$ cat config.mk
export PLATFORM = sky130hd
export DESIGN_NAME = cd_text_pack_parser_core
export DESIGN_NICKNAME = d
export VERILOG_FILES = /design/src/rtl/cdtp_pkg.sv /design/src/rtl/cdtp_datapath.sv /design/src/rtl/cdtp_ctrl.sv /design/src/rtl/cd_text_pack_parser_core.sv
export SDC_FILE = /design/constraint.sdc
export NUM_CORES = 1
export LEC_CHECK = 0
export ABC_AREA = 1
export BUFFER_PORTS_ARGS = -buffer_cell sky130_fd_sc_hd__buf_4
export CAP_MARGIN = 20
export CORE_ASPECT_RATIO = 0.9
export CORE_MARGIN = 5
export CORE_UTILIZATION = 62
export DETAILED_ROUTE_END_ITERATION = 7
export MAX_ROUTING_LAYER = met4
export PLACE_DENSITY = 0.8
export SLEW_MARGIN = 10
export SYNTH_ARGS = -nofsm -noshare
export SYNTH_HDL_FRONTEND = slang
export SYNTH_SLANG_ARGS = --single-unit
export TNS_END_PERCENT = 30
$ cat constraint.sdc
create_clock -name clk -period 3.82 [get_ports clk]
set_clock_uncertainty 0.2 [all_clocks]
set_input_delay 0.191 -clock clk [delete_from_list [all_inputs] [get_ports clk]]
set_output_delay 0.191 -clock clk [all_outputs]
set_load 0.02 [all_outputs]
$ cat src/rtl/cdtp_pkg.sv
`default_nettype none
// ----------------------------------------------------------------------------
// cdtp_pkg
// Shared constants and controller/datapath interface types of the CD-TEXT
// pack parser.
// ----------------------------------------------------------------------------
package cdtp_pkg;

	localparam int MAX_STRING_CHARS_DEF = 60;

	localparam int PACK_LEN  = 18;
	localparam int TEXT_LEN  = 12;
	localparam int HDR_BYTES = 4;

	localparam logic [15:0] MIN_HEADER  = 16'd20;
	localparam logic [15:0] HEADER_ADJ  = 16'd2;
	localparam logic [15:0] PACK_LEN_16 = 16'd18;

	localparam logic [4:0] OFF_PARSE = 5'd15;
	localparam logic [4:0] OFF_LAST  = 5'd17;

	localparam logic [1:0] EV_CHAR   = 2'd0;
	localparam logic [1:0] EV_ERROR  = 2'd1;
	localparam logic [1:0] EV_FINISH = 2'd2;

	typedef struct packed {
		logic take;
		logic parse;
		logic step;
		logic push_fin;
		logic push_err;
	} ctl_cmd_t;

	typedef struct packed {
		logic go_fin;
		logic go_parse;
		logic p_fin;
		logic p_err;
		logic p_emit;
		logic e_has;
		logic e_done;
		logic out_free;
	} dp_status_t;

endpackage
`default_nettype wire

$ cat src/rtl/cdtp_datapath.sv
`default_nettype none
// ----------------------------------------------------------------------------
// cdtp_datapath
// Header and pack counters, pack store, block/string tracking and the
// result register of the CD-TEXT pack parser.
// ----------------------------------------------------------------------------
module cdtp_datapath #(
	parameter int MAX_STRING_CHARS = cdtp_pkg::MAX_STRING_CHARS_DEF
) (
	input  wire logic             clk,
	input  wire logic             arst_n,
	input  wire logic [7:0]       data_byte,
	input  wire logic             first_byte,
	input  wire cdtp_pkg::ctl_cmd_t cmd,
	output cdtp_pkg::dp_status_t  st,
	input  wire logic             res_ready,
	output logic                  res_valid,
	output logic [1:0]            event_res,
	output logic [3:0]            pack_kind,
	output logic [7:0]            track_number,
	output logic [7:0]            text_char,
	output logic                  end_of_string,
	output logic                  any_saved,
	output logic                  last
);

	localparam int POS_W = $clog2(MAX_STRING_CHARS + 1);
	localparam logic [POS_W-1:0] POS_MAX = POS_W'(MAX_STRING_CHARS);

	logic             stop_q;
	logic [1:0]       hidx_q;
	logic             inpk_q;
	logic [4:0]       off_q;
	logic [15:0]      plen_q;
	logic [2:0]       pblk_q;
	logic             pvld_q;
	logic [POS_W-1:0] pos_q;
	logic             saved_q;
	logic             res_valid_q;

	logic [7:0]       hd_q [cdtp_pkg::HDR_BYTES];
	logic [7:0]       tx_q [cdtp_pkg::TEXT_LEN];
	logic [7:0]       trk_q;
	logic [3:0]       j_q;

	logic [1:0]       ev_q;
	logic [3:0]       kind_q;
	logic [7:0]       rtrk_q;
	logic [7:0]       chr_q;
	logic             eos_q;
	logic             sv_q;
	logic             last_q;

	logic             act;
	logic [1:0]       hidx_e;
	logic             inpk_e;
	logic [4:0]       off_e;
	logic [15:0]      hdr;
	logic [15:0]      plen_dec;
	logic [4:0]       tx_off;
	logic [3:0]       tx_idx;

	logic [2:0]       blk;
	logic             blk_chg;
	logic             type_ok;

	logic [cdtp_pkg::TEXT_LEN-1:0] nzm;
	logic [cdtp_pkg::TEXT_LEN-1:0] rest;
	logic [3:0]       end_j;
	logic [7:0]       cur;
	logic             cur_zero;
	logic             pos_room;
	logic [POS_W-1:0] pos_nx;
	logic             e_more;
	logic             push_chr;
	logic             push;

	always_comb begin
		act      = first_byte | ~stop_q;
		hidx_e   = first_byte ? 2'd0 : hidx_q;
		inpk_e   = first_byte ? 1'b0 : inpk_q;
		off_e    = first_byte ? 5'd0 : off_q;
		hdr      = {plen_q[15:8], data_byte};
		plen_dec = plen_q - cdtp_pkg::PACK_LEN_16;
		tx_off   = off_e - 5'(cdtp_pkg::HDR_BYTES);
		tx_idx   = tx_off[3:0];
	end

	always_comb begin
		type_ok = hd_q[0][7];
		blk     = hd_q[3][6:4];
		blk_chg = ~pvld_q | (blk != pblk_q);
	end

	always_comb begin
		end_j = 4'd0;
		for (int k = 0; k < cdtp_pkg::TEXT_LEN; k++) begin
			nzm[k] = tx_q[k] != 8'd0;
			if (nzm[k]) begin
				end_j = (k == cdtp_pkg::TEXT_LEN - 1) ? 4'(k) : 4'(k + 1);
			end
		end
		for (int k = 0; k < cdtp_pkg::TEXT_LEN; k++) begin
			rest[k] = (4'(k) > j_q) && (4'(k) <= end_j);
		end
		cur      = tx_q[j_q];
		cur_zero = cur == 8'd0;
		pos_room = pos_q < POS_MAX;
		if (cur_zero) begin
			pos_nx = '0;
		end else if (pos_room) begin
			pos_nx = pos_q + 1'b1;
		end else begin
			pos_nx = pos_q;
		end
		e_more = (|(rest & ~nzm)) | ((|(rest & nzm)) & (pos_nx < POS_MAX));
	end

	always_comb begin
		st.go_fin   = act & ((~inpk_e & (hidx_e == 2'd1) & (hdr < cdtp_pkg::MIN_HEADER)) |
			(inpk_e & (off_e == cdtp_pkg::OFF_LAST) & (plen_dec < cdtp_pkg::PACK_LEN_16)));
		st.go_parse = act & inpk_e & (off_e == cdtp_pkg::OFF_PARSE);
		st.p_fin    = type_ok & blk_chg & saved_q;
		st.p_err    = type_ok & ~(blk_chg & saved_q) & hd_q[3][7];
		st.p_emit   = type_ok & ~(blk_chg & saved_q) & ~hd_q[3][7] & ~hd_q[1][7];
		st.e_has    = cur_zero | pos_room;
		st.e_done   = j_q == end_j;
		st.out_free = ~res_valid_q | res_ready;
	end

	assign push_chr = cmd.step & st.e_has;
	assign push     = push_chr | cmd.push_fin | cmd.push_err;

	always_ff @(posedge clk or negedge arst_n) begin
		if (!arst_n) begin
			stop_q      <= 1'b1;
			hidx_q      <= 2'd0;
			inpk_q      <= 1'b0;
			off_q       <= 5'd0;
			plen_q      <= 16'd0;
			pblk_q      <= 3'd0;
			pvld_q      <= 1'b0;
			pos_q       <= '0;
			saved_q     <= 1'b0;
			res_valid_q <= 1'b0;
		end else begin
			res_valid_q <= push | (res_valid_q & ~res_ready);
			if (cmd.take) begin
				if (first_byte) begin
					stop_q  <= 1'b0;
					pvld_q  <= 1'b0;
					pblk_q  <= 3'd0;
					pos_q   <= '0;
					saved_q <= 1'b0;
					inpk_q  <= 1'b0;
				end
				if (act) begin
					if (!inpk_e) begin
						hidx_q <= hidx_e + 2'd1;
						off_q  <= 5'd0;
						if (hidx_e == 2'd3) begin
							inpk_q <= 1'b1;
						end
						if (hidx_e == 2'd0) begin
							plen_q <= {data_byte, 8'd0};
						end else if (hidx_e == 2'd1 && hdr >= cdtp_pkg::MIN_HEADER) begin
							plen_q <= hdr - cdtp_pkg::HEADER_ADJ;
						end
					end else if (off_e == cdtp_pkg::OFF_LAST) begin
						off_q  <= 5'd0;
						plen_q <= plen_dec;
					end else begin
						off_q <= off_e + 5'd1;
					end
				end
			end
			if (cmd.parse && type_ok && blk_chg && !saved_q) begin
				pos_q  <= '0;
				pblk_q <= blk;
				pvld_q <= 1'b1;
			end
			if (push_chr) begin
				pos_q <= pos_nx;
				if (cur_zero) begin
					saved_q <= 1'b1;
				end
			end
			if (cmd.push_fin || cmd.push_err) begin
				stop_q <= 1'b1;
			end
		end
	end

	always_ff @(posedge clk) begin
		if (cmd.take && act && inpk_e) begin
			if (off_e < 5'(cdtp_pkg::HDR_BYTES)) begin
				hd_q[off_e[1:0]] <= data_byte;
			end else if (off_e <= cdtp_pkg::OFF_PARSE) begin
				tx_q[tx_idx] <= data_byte;
			end
		end
		if (cmd.parse) begin
			j_q   <= 4'd0;
			trk_q <= hd_q[1];
		end
		if (cmd.step) begin
			j_q <= j_q + 4'd1;
			if (cur_zero) begin
				trk_q <= trk_q + 8'd1;
			end
		end
		if (push_chr) begin
			ev_q   <= cdtp_pkg::EV_CHAR;
			kind_q <= hd_q[0][3:0];
			rtrk_q <= trk_q;
			chr_q  <= cur;
			eos_q  <= cur_zero;
			sv_q   <= 1'b0;
			last_q <= ~e_more;
		end else if (cmd.push_fin || cmd.push_err) begin
			ev_q   <= cmd.push_fin ? cdtp_pkg::EV_FINISH : cdtp_pkg::EV_ERROR;
			kind_q <= 4'd0;
			rtrk_q <= 8'd0;
			chr_q  <= 8'd0;
			eos_q  <= 1'b0;
			sv_q   <= cmd.push_fin & saved_q;
			last_q <= 1'b1;
		end
	end

	assign res_valid     = res_valid_q;
	assign event_res     = ev_q;
	assign pack_kind     = kind_q;
	assign track_number  = rtrk_q;
	assign text_char     = chr_q;
	assign end_of_string = eos_q;
	assign any_saved     = sv_q;
	assign last          = last_q;

endmodule
`default_nettype wire

$ cat src/rtl/cdtp_ctrl.sv
`default_nettype none
// ----------------------------------------------------------------------------
// cdtp_ctrl
// Sequencer of the CD-TEXT pack parser: takes words, runs the pack check and
// steps through a pack's text bytes one per cycle unless a result is held.
// ----------------------------------------------------------------------------
module cdtp_ctrl (
	input  wire logic               clk,
	input  wire logic               arst_n,
	input  wire logic               byte_valid,
	output logic                    byte_ready,
	input  wire cdtp_pkg::dp_status_t st,
	output cdtp_pkg::ctl_cmd_t      cmd
);

	localparam logic [2:0] S_IDLE  = 3'd0;
	localparam logic [2:0] S_PARSE = 3'd1;
	localparam logic [2:0] S_EMIT  = 3'd2;
	localparam logic [2:0] S_FIN   = 3'd3;
	localparam logic [2:0] S_ERR   = 3'd4;

	logic [2:0] state_q;
	logic [2:0] state_d;

	always_comb begin
		state_d      = state_q;
		cmd          = '0;
		byte_ready   = 1'b0;
		unique case (state_q)
			S_IDLE: begin
				byte_ready = 1'b1;
				if (byte_valid) begin
					cmd.take = 1'b1;
					if (st.go_fin) begin
						state_d = S_FIN;
					end else if (st.go_parse) begin
						state_d = S_PARSE;
					end
				end
			end
			S_PARSE: begin
				cmd.parse = 1'b1;
				if (st.p_fin) begin
					state_d = S_FIN;
				end else if (st.p_err) begin
					state_d = S_ERR;
				end else if (st.p_emit) begin
					state_d = S_EMIT;
				end else begin
					state_d = S_IDLE;
				end
			end
			S_EMIT: begin
				if (!st.e_has || st.out_free) begin
					cmd.step = 1'b1;
					if (st.e_done) begin
						state_d = S_IDLE;
					end
				end
			end
			S_FIN: begin
				if (st.out_free) begin
					cmd.push_fin = 1'b1;
					state_d      = S_IDLE;
				end
			end
			S_ERR: begin
				if (st.out_free) begin
					cmd.push_err = 1'b1;
					state_d      = S_IDLE;
				end
			end
			default: begin
				state_d = S_IDLE;
			end
		endcase
	end

	always_ff @(posedge clk or negedge arst_n) begin
		if (!arst_n) begin
			state_q <= S_IDLE;
		end else begin
			state_q <= state_d;
		end
	end

endmodule
`default_nettype wire

$ cat src/rtl/cd_text_pack_parser_core.sv
`default_nettype none
// ----------------------------------------------------------------------------
// cd_text_pack_parser_core
// CD-TEXT read response parser: one response word in, text characters,
// terminators, error and finish results out.
// ----------------------------------------------------------------------------
// A word that causes no result is only taken. The 16th word of a pack is
// taken, then the pack header is checked, then the sequencer steps through
// the text bytes one per cycle up to the last kept one (at most 12), but it
// holds a byte that makes a result while res_ready is low and a result is
// waiting. A finish at the length header or after the last whole pack is
// pushed after the word is taken; a finish or error found by the pack check
// is pushed after the check. All results go through the single result
// register.
// Results carry last on the final result caused by a word.
module cd_text_pack_parser_core #(
	parameter int MAX_STRING_CHARS = cdtp_pkg::MAX_STRING_CHARS_DEF
) (
	input  wire logic       clk,
	input  wire logic       arst_n,
	input  wire logic       byte_valid,
	output logic            byte_ready,
	input  wire logic [7:0] data_byte,
	input  wire logic       first_byte,
	output logic            res_valid,
	input  wire logic       res_ready,
	output logic [1:0]      event_res,
	output logic [3:0]      pack_kind,
	output logic [7:0]      track_number,
	output logic [7:0]      text_char,
	output logic            end_of_string,
	output logic            any_saved,
	output logic            last
);

	cdtp_pkg::ctl_cmd_t   cmd;
	cdtp_pkg::dp_status_t st;

	cdtp_ctrl u_ctrl (
		.clk        (clk),
		.arst_n     (arst_n),
		.byte_valid (byte_valid),
		.byte_ready (byte_ready),
		.st         (st),
		.cmd        (cmd)
	);

	cdtp_datapath #(
		.MAX_STRING_CHARS (MAX_STRING_CHARS)
	) u_dp (
		.clk           (clk),
		.arst_n        (arst_n),
		.data_byte     (data_byte),
		.first_byte    (first_byte),
		.cmd           (cmd),
		.st            (st),
		.res_ready     (res_ready),
		.res_valid     (res_valid),
		.event_res     (event_res),
		.pack_kind     (pack_kind),
		.track_number  (track_number),
		.text_char     (text_char),
		.end_of_string (end_of_string),
		.any_saved     (any_saved),
		.last          (last)
	);

endmodule
`default_nettype wire

==> Word-level counts from Yosys, hierarchy flattened <==
Memory sizes are Yosys's and may differ from the RTL's. A register that Yosys moved wholly into a read port is not among the register bits.
Cells that the tools add are included.
{ "word_totals": {"reg_bits": 77, "ramBits": 128, "inputBits": 13, "output_inout_bits": 27, "elab_cells": 255, "n_memories": 2} }
{ "memory_table": {"columns": ["name", "words", "width", "rd", "rd_clocked_by_memory_dff", "write_ports", "line", "source"], "rows": [
  ["u_dp.tx_q", 12, 8, 13, 1, 1, "cdtp_datapath.sv:42", "logic [7:0] tx_q [cdtp_pkg::TEXT_LEN];"],
  ["u_dp.hd_q", 4, 8, 3, 0, 1, "cdtp_datapath.sv:41", "logic [7:0] hd_q [cdtp_pkg::HDR_BYTES];"]
]} }
{ "op_classes": {"n_addsub": 8, "magnitude_cmp": 31, "eq_ne": 16, "mux": 83, "bitwise_logic": 39, "n_reduce_logical": 56} }
{ "ops": {"columns": ["op", "count"], "rows": [
  ["8-bit nonzero test", 12],
  ["16-bit 2-to-1 mux", 4],
  ["8-bit 2-to-1 mux", 6],
  ["3-bit 2-to-1 mux", 15],
  ["4-bit 2-to-1 mux", 10],
  ["6-bit 2-to-1 mux", 6],
  ["1-bit 2-to-1 mux", 33],
  ["16-bit by 5-bit less-than comparator with 1-bit output (second input constant)", 2],
  ["12-bit bitwise AND", 2],
  ["12-bit OR reduction", 2],
  ["1-bit bitwise AND", 18],
  ["1-bit logical AND", 18],
  ["16-bit by 5-bit greater-or-equal comparator with 1-bit output (second input constant)", 1],
  ["3-bit by 4-bit > comparator with 1-bit output (first input constant)", 4],
  ["4-bit > comparator (first input constant)", 4],
  ["3-bit by 4-bit less-or-equal comparator with 1-bit output (first input constant)", 4],
  ["4-bit less-or-equal comparator (first input constant)", 4],
  ["16-bit by 2-bit subtractor with 16-bit output (second input constant)", 1],
  ["16-bit by 5-bit subtractor with 16-bit output (second input constant)", 1],
  ["5-bit 2-to-1 mux", 3],
  ["6-bit less-than comparator (second input constant)", 2],
  ["12-bit NOT", 1],
  ["3-bit case mux with 4 select lines", 1],
  ["2-bit nonzero test", 6],
  ["38 further kinds", 73]
]} }

==> Logic depth before layout (Yosys ltp) <==
An unclocked memory read counts as a cell.
{ "logic_depth": {"depth_word": 22, "depth_mapped": 21, "ltp_nobuf": 21} }

==> Modules after synthesis <==
Synthesis repeated with hierarchy kept, for this count alone.
{ "unflattened": {"cells_unflattened": 1247, "hier_area_um2": 11163.2} }
{ "by_module_without_submodules": {"columns": ["module", "n_inst", "cells_each", "area_each_um2", "seq_area_each_um2"], "rows": [
  ["cdtp_datapath", 1, 1196, 10874.2, 6337.3],
  ["cdtp_ctrl", 1, 51, 289.0, 75.1]
]} }

==> Least setup slack after synthesis <==
Ideal clock, no wire load.
{ "synth_path": {"kind": "flip-flop to flip-flop", "start": "register (tool-made name)", "end": "register u_dp.eos_q (netlist: u_dp.end_of_string), enable pin", "setup_ps": 379, "arrival_ps": 2206, "t_required_ps": 3241, "setup_slack_ps": 1036, "stages_incl_launch_ff": 16, "n_path_buf": 4, "period_less_slack_ps": 2784, "cell_sequence": "dfxtp_1 buf_4 buf_6 buf_4 nand2_1 nand3_1 nand3_1 nand3_1 nand2_1 nor2_1 nand2_1 o21ai_2 a21boi_4 nand2_2 buf_4 nand2_1"} }
{ "synth_rtl": {"columns": ["item", "line", "source"], "rows": [
  ["end signal: assignment", "cdtp_datapath.sv:217", "eos_q <= cur_zero;"],
  ["end: declaration", "cdtp_datapath.sv:50", "logic eos_q;"]
]} }

==> flow_summary.json <==
{
  "outcome": "finished clean",
  "synth_top_area_share_pct": 45.1,
  "synth_area_leader_cell": "edfxtp_1",
  "setup.worst_path.start_class": "register",
  "firstDrtPassIters": 6,
  "fp.dieW_um": 153,
  "antenna_cells": 0,
  "synth_nets": 1351,
  "gp_congestion": 0.976,
  "yosys_register_bits": 225,
  "post_cts_buffers": 0,
  "die-height_um": 139,
  "path_buf_inv": 2,
  "clk_pin_slew_ns": 0.06,
  "ir_drop_v": 0.000445,
  "final_common_cell": "nand2_1",
  "drc": 0,
  "ys_seq_area_share_pct": 56.3,
  "hold_class": "primary input to asynchronous set/reset pin",
  "clkSinkCount": 225,
  "r2r_cells": 13,
  "syn_area_per_cell_um2": 8.61,
  "rows": 47,
  "path_class": "register to register",
  "ys_types": 40,
  "start_util_pct": 62.5,
  "tightest_slew_ns": 0.824,
  "ys_async_sr_fraction_pct": 17.3,
  "critPathCaptureType": "register",
  "synth_enable_flop_cells": 171,
  "via_per_inst": 5.59,
  "slowest_stage": "inv_2",
  "grt_max_degree": 53,
  "grt_setup_unrepaired": "false",
  "final_cell_mix": "nand2_1, inv_1, nor2_1",
  "htree_levels": 1,
  "cellPowerDensity_mw_per_mm2": 680,
  "num_io_pins": 40,
  "yosys-top-cells-area": "edfxtp_1, nand2_1, dfrtp_1",
  "drive_gt1_share_pct": 7.33,
  "synthToLayoutAreaGrowth_pct": 12.8,
  "track_usage_pct": 27.2,
  "crit_arrival_ns": 3.33,
  "fin_nets": 1403,
  "rr_endpoint": "u_dp.track_number[0]$_SDFFCE_PN0P_",
  "wl_per_cell_um": 17.2,
  "fin_cells": 1637,
  "dieArea_mm2": 0.0212,
  "dp_hpwl_um": 18900,
  "grt_pass1_vias": 8728,
  "numCtsBuffers": 24,
  "tritoncts": "done",
  "finalHoldViolCount": 0,
  "slew_violations": 0,
  "clk_path_buf_depth": 3,
  "finalSetupTns_ns": 0,
  "final.setup.worst_slack_ns": 0.537,
  "drv_cap": 0,
  "slew_headroom_pct": 44.9,
  "stdcell_area_mm2": 0.0128,
  "setup.worst_path.end": "u_dp.track_number[0]$_SDFFCE_PN0P_",
  "grt_overflow": 0,
  "cp_max_fo": 41,
  "root_buffer": "clkbuf_16",
  "clock.fmax_mhz": 305,
  "post_cts_resized": 0,
  "p_leak_nw": 5.51,
  "cpMostUsedCell": "nand2_1",
  "reg2reg_setup_slack_ns": 0.54,
  "ys_warn_count": 0,
  "detail_route.wirelength_um": 28100,
  "min_period_ns": 3.28,
  "grt_pass1_wl_um": 45100,
  "required_ns": 3.87,
  "antenna_found_initial": 0,
  "dp_slack_ns": 0.664,
  "fin_crit_sh_pct": 85.9,
  "io_buffers": 39,
  "ant_nets": 0,
  "fin_hold_ws_ns": 0.00430,
  "drtIter0Drc": 1051,
  "synth_area_mm2": 0.0114,
  "worst-path-stages": 13,
  "critical-path-top-delay-family": "simple AND/OR/NAND/NOR gates",
  "coreArea_mm2": 0.0182,
  "dpl.cell_count": 1582,
  "route.vias.total": 9158,
  "crit_path_cell_trace": "inv_2 > nand2_1 > nand3_1 > nand3_1 > nand3_1 > nand2_1 > nor2_1 > nand2_1 > o21ai_2 > a21boi_4 > nand2_2 > nand2_1 > buf_4",
  "synthFlopType": "edfxtp_1",
  "netlist_instances": 1323,
  "critPathMaxStageDelay_ns": 0.50,
  "clock_latency_ns": 0.51,
  "placed_cell_area_mm2": 0.0119,
  "setup_viol": 0
}
==> worst reg2reg max path, stage by stage (launching register included) <==
cell and delay, ns:
dfxtp_2 0.33, inv_2 0.50, nand2_1 0.14, nand3_1 0.14, nand3_1 0.09, nand3_1 0.16
nand2_1 0.09, nor2_1 0.11, nand2_1 0.07, o21ai_2 0.29, a21boi_4 0.14, nand2_2 0.31
nand2_1 0.20, buf_4 0.26
==> per-stage QoR <==
step                      power [mW]  util [%]
after floorplan                 5.38         -
after global placement          6.10      65.1
after detailed placement        6.15      65.1
after CTS                       8.71      70.5
after global routing            9.26      70.5
final                           8.74      70.5
==> area by class of cell <==
| type | instances | area (µm²) |
|---|---|---|
| repair buffers | 61 | 488 |
| clock buffers | 28 | 637 |
| inverters | 200 | 751 |
| well taps | 245 | 307 |
| clock inverters | 15 | 230 |
| multi-input cells | 863 | 4020 |
| flip-flops and latches | 225 | 6410 |
| fillers | 1411 | 5380 |
==> where the power goes <==
group	switching, mW	internal (mW)	leakage (nW)
logic	2.04	0.955	2.91
registers	0.238	2.98	2.18
clock network	0.929	1.60	0.416
total	3.21	5.53	5.51
==> sequential cells by signal, summed over array words and instances, names as in the netlist, 2 cells and up, named ones only <==
| name | flops |
|---|---|
| u_dp.text_char | 8 |
| u_dp.pack_kind | 4 |
| u_dp.event_res | 2 |
| u_dp.off_q | 5 |
| u_dp.hd_q | 17 |
| u_dp.hidx_q | 2 |
| u_dp.plen_q | 15 |
| u_dp.pblk_q | 3 |
| u_ctrl.state_q | 3 |
| u_dp.trk_q | 8 |
| u_dp.pos_q | 6 |
| u_dp.track_number | 8 |
| u_dp.j_q | 4 |
| u_dp.tx_q | 128 |
==> how the worst min path moves through the flow <==
| stage | cells after the start | start | endpoint |
|---|---|---|---|
| 2_1_floorplan | 0 | arst_n | u_ctrl.state_q[0]$_DFFE_PN0P_ |
| 4_1_cts | 2 | arst_n | u_dp.pvld_q$_DFFE_PN0P_ |
| 3_3_place_gp | 1 | arst_n | u_dp.pos_q[5]$_DFFE_PN0P_ |
| 5_1_grt | 2 | arst_n | u_dp.pvld_q$_DFFE_PN0P_ |
| 6_report | 2 | arst_n | u_dp.res_valid$_DFF_PN0_ |
| 3_5_place_dp | 1 | arst_n | u_dp.res_valid$_DFF_PN0_ |
==> per-layer routing <==
metal  wire length, µm  track usage, %  vias up
met5                 0               -        -
met4               717            6.94        0
met3              2560            4.93       59
met2             12900            41.7      447
met1             11900            38.2     4239
li1                  -               -     4413
==> synthesized netlist by cell type, types with 12 or more instances <==
master / instances
a21oi_1: 21
buf_2: 15
dfrtp_1: 38
dfxtp_1: 15
edfxtp_1: 171
ha_1: 15
inv_1: 194
nand2_1: 317
nand3_1: 140
nand4_1: 12
nor2_1: 193
nor3_1: 12
o211ai_1: 13
o21ai_0: 56
o21ai_1: 18
o22ai_1: 17
xor2_1: 22
==> repair_timing <==
action,CTS,global route
endpoints found under the hold margin,194,0
hold buffers,12,0
endpoints found under the setup margin,0,0
==> cell families (layout without fill, tap and decap cells) <==
family,after synthesis,after routing,synth area share (%)
AOI/OAI and AO/OA,133,133,6.58
adders and majority gates,15,15,1.65
DFF,225,225,56.3
xor gates and xnor gates,27,27,2.08
muxes,1,1,0.0988
and+or+nand+nor,687,687,24.9
buffers and inverters,235,304,8.40
No activity file was read; power rests on OpenSTA's default activity.
